`config.mk`:
```
export PLATFORM = sky130hd
export DESIGN_NAME = hill_cipher_2x2_mod26_unit
export DESIGN_NICKNAME = d
export VERILOG_FILES = /design/src/design/hc_pkg.sv /design/src/design/hill_cipher_2x2_mod26_unit.sv /design/src/design/hc_queue.sv /design/src/design/hc_fe.sv /design/src/design/hc_ksch.sv /design/src/design/hc_be.sv
export SDC_FILE = /design/constraint.sdc
export NUM_CORES = 2
export LEC_CHECK = 0
export ABC_AREA = 1
export BUFFER_PORTS_ARGS = -buffer_cell sky130_fd_sc_hd__buf_2
export CORE_MARGIN = 8
export CORE_UTILIZATION = 40
export DETAILED_ROUTE_END_ITERATION = 16
export SLEW_MARGIN = 25
export SYNTH_ARGS = -nofsm -noshare
export SYNTH_HDL_FRONTEND = slang
export SYNTH_SLANG_ARGS = --single-unit
```
`constraint.sdc`:
```
create_clock -name clk -period 9.8 [get_ports clk]
set_input_delay 1.47 -clock clk [delete_from_list [all_inputs] [get_ports clk]]
set_output_delay 1.47 -clock clk [all_outputs]
set_load 0.01 [all_outputs]
```
`src/design/hc_pkg.sv`:
```
// Shared types, constants and modulo-26 helpers for the 2x2 Hill cipher unit.
package hc_pkg;

  localparam int unsigned LETTER_W  = 5;
  localparam int unsigned MODULUS   = 26;
  // floor(x / 26) == (x * RECIP_26) >> 16 for every x below 2048
  localparam int unsigned RECIP_26  = 2521;
  // settle count loaded on each register write; the derived matrix is valid once it runs out
  localparam int unsigned KEY_LATENCY = 5;
  localparam int unsigned CFG_IDX_W = 3;
  localparam int unsigned CFG_DATA_W = 5;

  typedef enum logic [CFG_IDX_W-1:0] {
    REG_DECRYPT_MODE  = 3'd0,
    REG_KEY_ROW0_COL0 = 3'd1,
    REG_KEY_ROW0_COL1 = 3'd2,
    REG_KEY_ROW1_COL0 = 3'd3,
    REG_KEY_ROW1_COL1 = 3'd4
  } cfg_reg_t;

  typedef logic [LETTER_W-1:0] letter_t;

  typedef struct packed {
    letter_t letter_in;
    logic    last_letter;
  } in_item_t;

  typedef struct packed {
    letter_t letter_out;
    logic    last_out;
    logic    key_singular;
  } out_item_t;

  // one complete pair handed from the front end to the back end
  typedef struct packed {
    letter_t x0;
    letter_t x1;
    logic    last;
  } pair_t;

  // matrix in force plus its status
  typedef struct packed {
    letter_t m0;
    letter_t m1;
    letter_t m2;
    letter_t m3;
    logic    singular;
    logic    ready;
  } key_t;

  // reduce a 5-bit value that may be 26..31
  function automatic letter_t red26(input letter_t v);
    letter_t r;
    r = (v >= LETTER_W'(MODULUS)) ? v - LETTER_W'(MODULUS) : v;
    return r;
  endfunction

  // x mod 26 for x below 2048, by reciprocal multiply and one correction
  function automatic letter_t mod26(input logic [10:0] x);
    logic [22:0] prod;
    logic [6:0]  q;
    logic [10:0] r;
    prod = 23'(x) * 23'(RECIP_26);
    q    = prod[22:16];
    r    = x - 11'(11'(q) * 11'(MODULUS));
    if (r >= 11'(MODULUS)) begin
      r = r - 11'(MODULUS);
    end
    return r[LETTER_W-1:0];
  endfunction

  // (26 - r) mod 26 for r in 0..25
  function automatic letter_t neg26(input letter_t r);
    letter_t n;
    n = (r == '0) ? '0 : LETTER_W'(MODULUS) - r;
    return n;
  endfunction

  // multiplicative inverse mod 26, zero where none exists
  function automatic letter_t inv26(input letter_t d);
    letter_t v;
    unique case (d)
      5'd1:    v = 5'd1;
      5'd3:    v = 5'd9;
      5'd5:    v = 5'd21;
      5'd7:    v = 5'd15;
      5'd9:    v = 5'd3;
      5'd11:   v = 5'd19;
      5'd15:   v = 5'd7;
      5'd17:   v = 5'd23;
      5'd19:   v = 5'd11;
      5'd21:   v = 5'd5;
      5'd23:   v = 5'd17;
      5'd25:   v = 5'd25;
      default: v = 5'd0;
    endcase
    return v;
  endfunction

endpackage

```
`src/design/hill_cipher_2x2_mod26_unit.sv`:
```
// Hill cipher 2x2 mod 26 unit: top level joining front end, queue, key schedule, back end.
// Letters (0..25; 26..31 act as their value mod 26) enter one request per cycle on the
// input channel while the queue is not full. The first letter of each pair is held; the
// second completes the pair, which is multiplied by the key matrix (encrypt) or by its
// inverse mod 26 (decrypt) and leaves as two result requests, first row first. A message
// that ends on an odd letter is padded with letter 0 and still yields both letters,
// last_out marking the second. Sustained rate is one letter in and one letter out per
// cycle while neither side stalls: a pair leaves as two letters and arrives as two. From
// the second letter of a pair to its first result the pair passes the queue, the product
// stage and the output register. A queue of QUEUE_DEPTH pairs lets the input keep flowing
// while the output is stalled. Register writes take effect after a five-stage key schedule
// pipeline (reduce and determinant products, mod 26, inverse lookup, scaling, final
// matrix); pairs wait in the queue until it has settled after the last write and after
// reset. With a singular key in decrypt mode both letters are 0 and key_singular is set.
module hill_cipher_2x2_mod26_unit #(
  parameter int unsigned QUEUE_DEPTH = 2
) (
  input  logic                          clk,
  input  logic                          rst,
  input  logic                          in_valid,
  output logic                          in_ready,
  input  hc_pkg::in_item_t              in_data,
  output logic                          out_valid,
  input  logic                          out_ready,
  output hc_pkg::out_item_t             out_data,
  input  logic                          cfg_write,
  input  logic [hc_pkg::CFG_IDX_W-1:0]  cfg_index,
  input  logic [hc_pkg::CFG_DATA_W-1:0] cfg_data
);

  logic          q_push;
  logic          q_pop;
  logic          q_full;
  logic          q_empty;
  hc_pkg::pair_t q_in;
  hc_pkg::pair_t q_out;
  hc_pkg::key_t  key;

  // classify letters and build pairs
  hc_fe u_fe (
    .clk       (clk),
    .rst       (rst),
    .in_valid  (in_valid),
    .in_ready  (in_ready),
    .in_data   (in_data),
    .q_full    (q_full),
    .push      (q_push),
    .push_data (q_in)
  );

  // decouple the input side from output stalls
  hc_queue #(
    .DEPTH (QUEUE_DEPTH)
  ) u_queue (
    .clk       (clk),
    .rst       (rst),
    .push      (q_push),
    .push_data (q_in),
    .pop       (q_pop),
    .pop_data  (q_out),
    .full      (q_full),
    .empty     (q_empty)
  );

  // hold the registers and derive the matrix in force
  hc_ksch u_ksch (
    .clk       (clk),
    .rst       (rst),
    .cfg_write (cfg_write),
    .cfg_index (cfg_index),
    .cfg_data  (cfg_data),
    .key       (key)
  );

  // transform pairs and serialize the two letters
  hc_be u_be (
    .clk       (clk),
    .rst       (rst),
    .key       (key),
    .q_empty   (q_empty),
    .pop_data  (q_out),
    .pop       (q_pop),
    .out_valid (out_valid),
    .out_ready (out_ready),
    .out_data  (out_data)
  );

endmodule

```
`src/design/hc_queue.sv`:
```
// Small FIFO of letter pairs between the front end and the back end.
module hc_queue #(
  parameter int unsigned DEPTH = 2
) (
  input  logic          clk,
  input  logic          rst,
  input  logic          push,
  input  hc_pkg::pair_t push_data,
  input  logic          pop,
  output hc_pkg::pair_t pop_data,
  output logic          full,
  output logic          empty
);

  localparam int unsigned PTR_W = (DEPTH > 1) ? $clog2(DEPTH) : 1;
  localparam int unsigned CNT_W = $clog2(DEPTH + 1);

  hc_pkg::pair_t    entries [DEPTH];
  logic [PTR_W-1:0] wr_ptr;
  logic [PTR_W-1:0] rd_ptr;
  logic [CNT_W-1:0] count;

  assign full     = (count == CNT_W'(DEPTH));
  assign empty    = (count == '0);
  assign pop_data = entries[rd_ptr];

  always_ff @(posedge clk) begin
    if (push) begin
      entries[wr_ptr] <= push_data;
    end
  end

  always_ff @(posedge clk) begin
    if (rst) begin
      wr_ptr <= '0;
      rd_ptr <= '0;
      count  <= '0;
    end else begin
      if (push) begin
        wr_ptr <= (wr_ptr == PTR_W'(DEPTH - 1)) ? '0 : wr_ptr + 1'b1;
      end
      if (pop) begin
        rd_ptr <= (rd_ptr == PTR_W'(DEPTH - 1)) ? '0 : rd_ptr + 1'b1;
      end
      if (push && !pop) begin
        count <= count + 1'b1;
      end else if (pop && !push) begin
        count <= count - 1'b1;
      end
    end
  end

endmodule

```
`src/design/hc_fe.sv`:
```
// Front end: take letters, hold the first of each pair, queue complete pairs.
module hc_fe (
  input  logic             clk,
  input  logic             rst,
  input  logic             in_valid,
  output logic             in_ready,
  input  hc_pkg::in_item_t in_data,
  input  logic             q_full,
  output logic             push,
  output hc_pkg::pair_t    push_data
);

  hc_pkg::letter_t held_letter;
  logic            holding_first;
  hc_pkg::letter_t letter;
  logic            accept;

  assign in_ready = !q_full;
  assign accept   = in_valid && in_ready;
  assign letter   = hc_pkg::red26(in_data.letter_in);

  // a pair is complete on the second letter, or on a lone last letter (pad 0)
  assign push = accept && (holding_first || in_data.last_letter);

  always_comb begin
    if (holding_first) begin
      push_data.x0   = held_letter;
      push_data.x1   = letter;
      push_data.last = in_data.last_letter;
    end else begin
      push_data.x0   = letter;
      push_data.x1   = '0;
      push_data.last = 1'b1;
    end
  end

  always_ff @(posedge clk) begin
    if (rst) begin
      holding_first <= 1'b0;
      held_letter   <= '0;
    end else if (accept) begin
      if (holding_first) begin
        holding_first <= 1'b0;
      end else if (!in_data.last_letter) begin
        holding_first <= 1'b1;
        held_letter   <= letter;
      end
    end
  end

endmodule

```
`src/design/hc_ksch.sv`:
```
// Key schedule: configuration registers and the pipelined matrix derivation.
module hc_ksch (
  input  logic                            clk,
  input  logic                            rst,
  input  logic                            cfg_write,
  input  logic [hc_pkg::CFG_IDX_W-1:0]    cfg_index,
  input  logic [hc_pkg::CFG_DATA_W-1:0]   cfg_data,
  output hc_pkg::key_t                    key
);

  logic            decrypt_mode;
  hc_pkg::letter_t key_row0_col0;
  hc_pkg::letter_t key_row0_col1;
  hc_pkg::letter_t key_row1_col0;
  hc_pkg::letter_t key_row1_col1;
  logic [2:0]      settle;

  // stage 1: reduced entries and determinant products
  logic            mode1;
  hc_pkg::letter_t a1, b1, c1, d1;
  logic [9:0]      ad1, bc1;
  // stage 2: products mod 26
  logic            mode2;
  hc_pkg::letter_t a2, b2, c2, d2;
  hc_pkg::letter_t adm2, bcm2;
  // stage 3: inverse determinant
  logic            mode3;
  hc_pkg::letter_t a3, b3, c3, d3;
  hc_pkg::letter_t inv3;
  // stage 4: entries scaled by the inverse
  logic            mode4;
  logic            sing4;
  hc_pkg::letter_t a4, b4, c4, d4;
  logic [9:0]      pa4, pb4, pc4, pd4;
  // stage 5: matrix in force
  hc_pkg::letter_t m0, m1, m2, m3;
  logic            singular;

  hc_pkg::letter_t ar, br, cr, dr;
  logic [5:0]      det_wide;
  hc_pkg::letter_t det;

  assign ar = hc_pkg::red26(key_row0_col0);
  assign br = hc_pkg::red26(key_row0_col1);
  assign cr = hc_pkg::red26(key_row1_col0);
  assign dr = hc_pkg::red26(key_row1_col1);

  assign det_wide = (adm2 >= bcm2) ? 6'(adm2) - 6'(bcm2)
                                   : 6'(adm2) + 6'(hc_pkg::MODULUS) - 6'(bcm2);
  assign det      = det_wide[hc_pkg::LETTER_W-1:0];

  always_ff @(posedge clk) begin
    if (rst) begin
      decrypt_mode  <= 1'b0;
      key_row0_col0 <= 5'd9;
      key_row0_col1 <= 5'd4;
      key_row1_col0 <= 5'd5;
      key_row1_col1 <= 5'd7;
      settle        <= 3'(hc_pkg::KEY_LATENCY);
    end else begin
      if (cfg_write) begin
        settle <= 3'(hc_pkg::KEY_LATENCY);
        unique case (cfg_index)
          hc_pkg::REG_DECRYPT_MODE:  decrypt_mode  <= cfg_data[0];
          hc_pkg::REG_KEY_ROW0_COL0: key_row0_col0 <= cfg_data;
          hc_pkg::REG_KEY_ROW0_COL1: key_row0_col1 <= cfg_data;
          hc_pkg::REG_KEY_ROW1_COL0: key_row1_col0 <= cfg_data;
          hc_pkg::REG_KEY_ROW1_COL1: key_row1_col1 <= cfg_data;
          default: ;
        endcase
      end else if (settle != '0) begin
        settle <= settle - 1'b1;
      end
    end
  end

  always_ff @(posedge clk) begin
    mode1 <= decrypt_mode;
    a1 <= ar; b1 <= br; c1 <= cr; d1 <= dr;
    ad1 <= 10'(ar) * 10'(dr);
    bc1 <= 10'(br) * 10'(cr);

    mode2 <= mode1;
    a2 <= a1; b2 <= b1; c2 <= c1; d2 <= d1;
    adm2 <= hc_pkg::mod26(11'(ad1));
    bcm2 <= hc_pkg::mod26(11'(bc1));

    mode3 <= mode2;
    a3 <= a2; b3 <= b2; c3 <= c2; d3 <= d2;
    inv3 <= hc_pkg::inv26(det);

    mode4 <= mode3;
    sing4 <= (inv3 == '0);
    a4 <= a3; b4 <= b3; c4 <= c3; d4 <= d3;
    pa4 <= 10'(a3) * 10'(inv3);
    pb4 <= 10'(b3) * 10'(inv3);
    pc4 <= 10'(c3) * 10'(inv3);
    pd4 <= 10'(d3) * 10'(inv3);

    if (mode4) begin
      m0       <= hc_pkg::mod26(11'(pd4));
      m1       <= hc_pkg::neg26(hc_pkg::mod26(11'(pb4)));
      m2       <= hc_pkg::neg26(hc_pkg::mod26(11'(pc4)));
      m3       <= hc_pkg::mod26(11'(pa4));
      singular <= sing4;
    end else begin
      m0       <= a4;
      m1       <= b4;
      m2       <= c4;
      m3       <= d4;
      singular <= 1'b0;
    end
  end

  assign key.m0       = m0;
  assign key.m1       = m1;
  assign key.m2       = m2;
  assign key.m3       = m3;
  assign key.singular = singular;
  assign key.ready    = (settle == '0);

endmodule

```
`src/design/hc_be.sv`:
```
// Back end: pair times matrix, reduce mod 26, send the two letters in order.
module hc_be (
  input  logic              clk,
  input  logic              rst,
  input  hc_pkg::key_t      key,
  input  logic              q_empty,
  input  hc_pkg::pair_t     pop_data,
  output logic              pop,
  output logic              out_valid,
  input  logic              out_ready,
  output hc_pkg::out_item_t out_data
);

  // product stage
  logic            s1_valid;
  logic [10:0]     y0_raw, y1_raw;
  logic            s1_last;
  logic            s1_sing;
  // output pair register
  logic            ser_valid;
  logic            ser_second;
  hc_pkg::letter_t y0, y1;
  logic            ser_last;
  logic            ser_sing;

  logic            ser_load_ok;
  logic            s1_advance;

  assign ser_load_ok = !ser_valid || (ser_second && out_ready);
  assign s1_advance  = !s1_valid || ser_load_ok;
  assign pop         = !q_empty && key.ready && s1_advance;

  assign out_valid             = ser_valid;
  assign out_data.letter_out   = ser_second ? y1 : y0;
  assign out_data.last_out     = ser_second && ser_last;
  assign out_data.key_singular = ser_sing;

  always_ff @(posedge clk) begin
    if (pop) begin
      y0_raw  <= 11'(key.m0) * 11'(pop_data.x0) + 11'(key.m1) * 11'(pop_data.x1);
      y1_raw  <= 11'(key.m2) * 11'(pop_data.x0) + 11'(key.m3) * 11'(pop_data.x1);
      s1_last <= pop_data.last;
      s1_sing <= key.singular;
    end
    if (ser_load_ok && s1_valid) begin
      y0       <= hc_pkg::mod26(y0_raw);
      y1       <= hc_pkg::mod26(y1_raw);
      ser_last <= s1_last;
      ser_sing <= s1_sing;
    end
  end

  always_ff @(posedge clk) begin
    if (rst) begin
      s1_valid   <= 1'b0;
      ser_valid  <= 1'b0;
      ser_second <= 1'b0;
    end else begin
      if (s1_advance) begin
        s1_valid <= pop;
      end
      if (ser_load_ok) begin
        ser_valid  <= s1_valid;
        ser_second <= 1'b0;
      end else if (out_ready) begin
        // first letter taken, advance to the second
        ser_second <= 1'b1;
      end
    end
  end

endmodule

```
* Yosys cells after proc, flatten, opt, wreduce, memory -nomap -nowiden
Memories as Yosys holds them, arrays and structs flattened. A register that Yosys moved wholly into a read port is not among the register bits.
Index checks and enable logic that the tools add are counted.
** Word-level totals
- Bits in writable memories :: 22
- Output and inout bits :: 9
- Memories :: 2
- Register bits after elaboration :: 249
- Bits in read-only memories :: 160
- Word-level logic and storage cells :: 206
- Input bits :: 19
** Cells by class
- $lt $le $gt $ge :: 14
- Bitwise gates (word level) :: 2
- Multiply operators :: 26
- Equality and inequality tests :: 5
- Mux-type cells :: 34
- Reductions and logical operators :: 34
- Add/subtract/negate cells :: 33
** Memories
- (name not given) :: depth 32, bits a word 5, read ports 1, clocked after memory_dff 1, write ports 0, line hc_pkg.sv:82 : unique case (d)
- u_queue.entries :: depth 2, bits a word 11, read ports 1, clocked after memory_dff 1, write ports 1, line hc_queue.sv:18 : hc_pkg::pair_t entries [DEPTH];
** Operator list (count)
- $mul 10x12->22 const B :: 6
- $mux 5 :: 23
- $mul 5x5->10 :: 10
- $ge 11x5->1 const B :: 8
- $sub 10x11->11 :: 6
- $sub 5x5->5 const B :: 13
- $mul 6x4->10 const B :: 6
- $mul 11x12->23 const B :: 2
- $ge 5x5->1 const B :: 5
- $add 10x10->11 :: 2
- $sub 11x11->11 :: 2
- $mul 7x4->10 const B :: 2
- $logic_not 5->1 :: 3
- $mux 11 :: 1
- $reduce_and 2->1 :: 5
- $sub 5x5->5 :: 2
- $sub 5x5->5 const A :: 2
- $logic_and 1x1->1 :: 9
- $mux 1 :: 8
- $eq 3x2->1 const B :: 2
- $logic_not 1->1 :: 6
- $logic_not 3->1 :: 2
- $add 5x5->5 const B :: 1
- $ge 5x5->1 :: 1
- 15 further kinds :: 21

* Longest topological paths before layout
- Word-level depth :: 9
- Gate-level depth with buffers :: 52
- Mapped depth without buffers :: 52

* Cells and area by module
A second synthesis with hierarchy kept.
** Second synthesis, totals
- Cells, all modules :: 5086
- Area total of the unflattened synthesis :: 41612.4 µm²
** Modules (own cells, without submodules)
- hc_ksch :: area an instance 28124.5 µm², cells each 3376, times used 1
- hc_be :: area an instance 11990.2 µm², cells each 1566, times used 1
- hc_queue :: area an instance 1024.7 µm², cells each 67, times used 1
- hc_fe :: area an instance 473.0 µm², cells each 77, times used 1

* Least setup slack after synthesis
Ideal clock, no wire load.
- Kind :: register to register
- From :: register u_ksch.pb4[4]
- To :: register u_ksch.m1[4]
- Path slack :: 2.013 ns
- Library setup time :: 0.116 ns
- Data arrival time :: 7.671 ns
- Stages on the path, launching flop included :: 47
- Required time :: 9.684 ns
- Path buffers :: 0
- Cell sequence :: dfxtp_1 > inv_1 > fa_1 > fa_1 > inv_1 > fa_1 > inv_1 > fa_1 > inv_1 > ha_1 > ha_1 > nand2_1 > nor2_1 > a211o_1 > a21oi_1 > nand2_1 > a21boi_0 > xor2_1 > [... 11 more ...] > ha_1 > nand2_1 > inv_1 > a21oi_1 > nand2_1 > nor2_1 > nor2_1 > nor2_4 > nand2_2 > nand2_1 > nand2_1 > ha_1 > inv_1 > nand3_1 > nand2_1 > nand2_1 > nand2_1 > o21ai_1
** On the way
- Longest elaborated chain between the ends :: 9
** RTL lines
- from (decl) :: line hc_ksch.sv:34 : logic [9:0] pa4, pb4, pc4, pd4;
- from (signal assigned) :: line hc_ksch.sv:96 : pb4 <= 10'(b3) * 10'(inv3);
- $mul 10x12->22 :: line hc_pkg.sv:63 : prod = 23'(x) * 23'(RECIP_26);
- $mul 6x4->10 :: line hc_pkg.sv:65 : r = x - 11'(11'(q) * 11'(MODULUS));
- $sub 10x11->11 (*) :: line hc_pkg.sv:65
- $ge 11x5->1 or $sub 5x5->5 (tied branches) :: line hc_pkg.sv:66, hc_pkg.sv:67
- $mux 5 (*) :: line hc_pkg.sv:66 : if (r >= 11'(MODULUS)) begin
- $mux 5 (*) :: line hc_ksch.sv:100 : if (mode4) begin
- $sub 5x5->5 or $logic_not 5->1 (tied branches) :: line hc_pkg.sv:75 : n = (r == '0) ? '0 : LETTER_W'(MODULUS) - r;
- $mux 5 (*) :: line hc_pkg.sv:75
- $mux 5 (*) :: line hc_ksch.sv:100
- to (signal assigned) :: line hc_ksch.sv:102 : m1 <= hc_pkg::neg26(hc_pkg::mod26(11'(pb4)));
- to (decl) :: line hc_ksch.sv:36 : hc_pkg::letter_t m0, m1, m2, m3;
Every way passes the cells marked *; elsewhere a longest branch is shown, timed or not. The select of a mux whose other input is x is not followed.
A chain may end at the register's enable or synchronous reset.

* Final worst setup path
- From :: register u_ksch.pc4[5]
- To :: register u_ksch.m2[4]
** On the way
- Longest elaborated chain between the ends :: 9
** RTL lines
- from (decl) :: line hc_ksch.sv:34
- from (signal assigned) :: line hc_ksch.sv:97 : pc4 <= 10'(c3) * 10'(inv3);
- $mul 10x12->22 :: line hc_pkg.sv:63
- $mul 6x4->10 :: line hc_pkg.sv:65
- $sub 10x11->11 (*) :: line hc_pkg.sv:65
- $ge 11x5->1 or $sub 5x5->5 (tied branches) :: line hc_pkg.sv:66, hc_pkg.sv:67
- $mux 5 (*) :: line hc_pkg.sv:66
- $mux 5 (*) :: line hc_ksch.sv:100
- $sub 5x5->5 or $logic_not 5->1 (tied branches) :: line hc_pkg.sv:75
- $mux 5 (*) :: line hc_pkg.sv:75
- $mux 5 (*) :: line hc_ksch.sv:100
- to (signal assigned) :: line hc_ksch.sv:103 : m2 <= hc_pkg::neg26(hc_pkg::mod26(11'(pc4)));
- to (decl) :: line hc_ksch.sv:36
Marked as above.

==> results.cfg <==
[timing]
period_share_pct = 86.3
min_period_ns = 8.45
tightest_slew_ns = 0.976
setup_viol = 0
clock-skew-final_ns = 0.0164
hold_violations = 0
max_freq_ghz = 0.118
tns_ns = 0
relSlewSlack_pct = 34.8
rsz0062_at_grt = false
finalMaxSlewViolations = 0

[layout]
drive_above_1_share_pct = 2.98
finalNetCount = 6091
layout_common_cells = 1,150 x inv_1, 918 x ha_1, 704 x nand2_1, 411 x fa_1, 255 x a21oi_1
layout_commonest_cell = inv_1
area_delta_synth_final_pct = 7.32
final_cell_area_mm2 = 0.0429
fillers = 9822
fin_util_pct = 43.0

[worst_hold_path]
worstHoldPathCells = 0
hold_path_class = flop to flop
min_to = u_ksch.b3[0]
hp-start = u_ksch.b2[0]

[clock_network]
clock-sinks = 277
cts_setup_buffers = 0
ctsResizeCount = 0
cts_tree = yes
cts_made_buffers = 34
htreeDepth = 2
hold_buffers = 0
cts_max_path_buffers = 3
insertion_delay_ns = 0.54
clk_pin_slew_ns = 0.06
cts_root_buf = clkbuf_16

[yosys]
synth.cell_area_mm2 = 0.0399
synth-main-ff-cell = dfxtp_1
ys_seq_area_share_pct = 15.3
avgSynthCellArea_um2 = 8.51
syn_nets = 6040
async_flop_share_pct = 0
syn_inst = 4692
synth-edff-count = 58
synth_cell_type_count = 52
yosysWarnings = 0
ys_ff_latch = 277

[worst_setup_path]
arrival_ns = 8.90
critical_path.max_stage_delay_ns = 0.53
r2r_start = u_ksch.pc4[5]
cp_data_required_time_ns = 10.24
reg2reg_to = u_ksch.m2[4]
crit_start = u_ksch.pc4[5]
reg2regPathDepth = 50
ff2ff_setup_slack_ns = 1.35
startpoint_type = flop
critPathKind = flop to flop
crit_path_frequent_cell = nand2_1
endpoint_kind = flop
slowest_stage = fa_1
path_max_fanout = 9

[floorplan]
die-area_mm2 = 0.110
fp.dieH_um = 332
core_mm2 = 0.0996
initial_utilization_pct = 40.1
rows = 116
die_x_um = 332
num_io_pins = 28

[detailed_routing]
dr.pass1.iters = 5
drc = 0
detail-route-antenna-nets = 0
vias = 28689
route.final.wire_length_um = 78100
drt_first_iter_violations = 1098
viasPerCell = 4.73
post_drt_wl_per_cell_um = 12.9

[placed_design]
io_buffer_count = 27
dp_hpwl_um = 67700
placed_cell_area_mm2 = 0.0417
place_congestion = 0.849

[global_routing]
grt_usage_pct = 14.4
grt_pass1_wl_um = 136000
grt.overflow.total = 0
first_global_vias = 29175
grt_max_degree = 27
antenna_found_initial = 5

[outcome]
outcome = complete, no violations

[flow_run]
cap_violations = 0
[sequential cells by signal (all words and copies together), names as in the netlist, 10 cells and up, named ones only]
| signal | cells |
|---|---|
| u_ksch.pb4 | 10 |
| u_be.y0_raw | 11 |
| u_queue.entries | 22 |
| u_ksch.bc1 | 10 |
| u_ksch.pa4 | 10 |
| u_be.y1_raw | 11 |
| u_ksch.pc4 | 10 |
| u_ksch.pd4 | 10 |
| u_ksch.ad1 | 10 |
[layout make-up]
type / count / area, µm² / area share [%]
multi-input combinational: 3242 / 29400 / 68.6
sequential: 277 / 6130 / 14.3
inverter: 1151 / 4320 / 10.1
tap: 1298 / 1620 / 3.79
clock buffer: 43 / 947 / 2.21
clock inverter: 18 / 215 / 0.502
timing repair buffer: 37 / 210 / 0.490
antenna: 4 / 10.0 / 0.0234
[metal layers]
| layer | global-route usage, % | vias up | routed length, µm |
|---|---|---|---|
| met5 | 0 | - | 0 |
| met3 | 1.88 | 80 | 2620 |
| met4 | 3.02 | 0 | 1440 |
| met2 | 25.0 | 269 | 36300 |
| li1 | - | 14962 | - |
| met1 | 19.1 | 13378 | 37800 |
[how the worst max path moves through the flow]
| stage | end | slack (ns) | depth (start not counted) |
|---|---|---|---|
| after global routing | u_ksch.m2[2] | 0.48 | 49 |
| after detailed placement | u_ksch.m2[4] | 1.30 | 50 |
| after global placement | u_ksch.m2[4] | 1.39 | 50 |
| after floorplan | u_ksch.m1[4] | 2.01 | 46 |
| final | u_ksch.m2[4] | 1.35 | 50 |
| after CTS | u_ksch.m2[4] | 1.26 | 50 |
[logic make-up after synthesis]
group	count (synthesis)	share of synthesized area, %
adder cells (fa/ha/maj)	1329	49.4
AND/OR/NAND/NOR	1196	12.6
buffers and inverters	1173	11.0
AO/OA/AOI/OAI	504	6.94
flip-flops	277	15.3
XOR/XNOR	207	4.54
multiplexers	6	0.169
[stage by stage]
step | cells | hold WS [ns] | worst slack, ns
final | 6070 | 0.324 | 1.35
after global routing | 6068 | 0.329 | 0.479
after CTS | 6066 | 0.325 | 1.26
after detailed placement | 6005 | 0.312 | 1.30
after global placement | 6005 | 0.310 | 1.39
after floorplan | 4692 | 0.310 | 2.01
[cell usage after synthesis, types with 2 or more instances]
| library cell | n | area [µm²] |
|---|---|---|
| inv_1 | 1150 | 4320 |
| ha_1 | 918 | 11500 |
| nand2_1 | 704 | 2640 |
| fa_1 | 411 | 8230 |
| a21oi_1 | 255 | 1280 |
| nor2_1 | 223 | 837 |
| dfxtp_1 | 219 | 4380 |
| o21ai_0 | 141 | 706 |
| xor2_1 | 138 | 1210 |
| nand3_1 | 131 | 656 |
| xnor2_1 | 69 | 604 |
| edfxtp_1 | 58 | 1740 |
| nand4_1 | 47 | 294 |
| nor3_1 | 22 | 110 |
| clkbuf_1 | 20 | 75.1 |
| o21ai_1 | 17 | 85.1 |
| or2_2 | 15 | 93.8 |
| o211ai_1 | 14 | 105 |
| a211oi_1 | 12 | 90.1 |
| a21o_1 | 11 | 82.6 |
| a31oi_1 | 10 | 62.6 |
| nand3b_1 | 10 | 75.1 |
| nor4_1 | 9 | 56.3 |
| nor3b_1 | 8 | 60.1 |
| o21bai_1 | 8 | 60.1 |
| nand2_2 | 7 | 43.8 |
| o31ai_1 | 7 | 52.6 |
| mux2_2 | 6 | 67.6 |
| nor2_2 | 6 | 37.5 |
| a21boi_0 | 4 | 30.0 |
| a41oi_1 | 4 | 35.0 |
| nor2_4 | 4 | 45.0 |
| o2111ai_1 | 4 | 35.0 |
| o221ai_1 | 4 | 35.0 |
| nand3_2 | 3 | 30.0 |
| o21a_1 | 3 | 22.5 |
| o21ai_2 | 3 | 26.3 |
| a221oi_1 | 2 | 17.5 |
| and2_1 | 2 | 12.5 |
[worst max-delay path, delay by kind of cell (launching register included)]
kind	cells	cell delay, ns
AO/OA/AOI/OAI	6	1.02
XOR/XNOR	2	0.45
adder cells (fa/ha/maj)	11	3.92
buffers and inverters	8	0.36
flip-flops	1	0.48
AND/OR/NAND/NOR	23	2.10
Power is left out: the tool's default activity adds up to more than one toggle a clock period on the data nets, which glitch-free logic cannot reach.
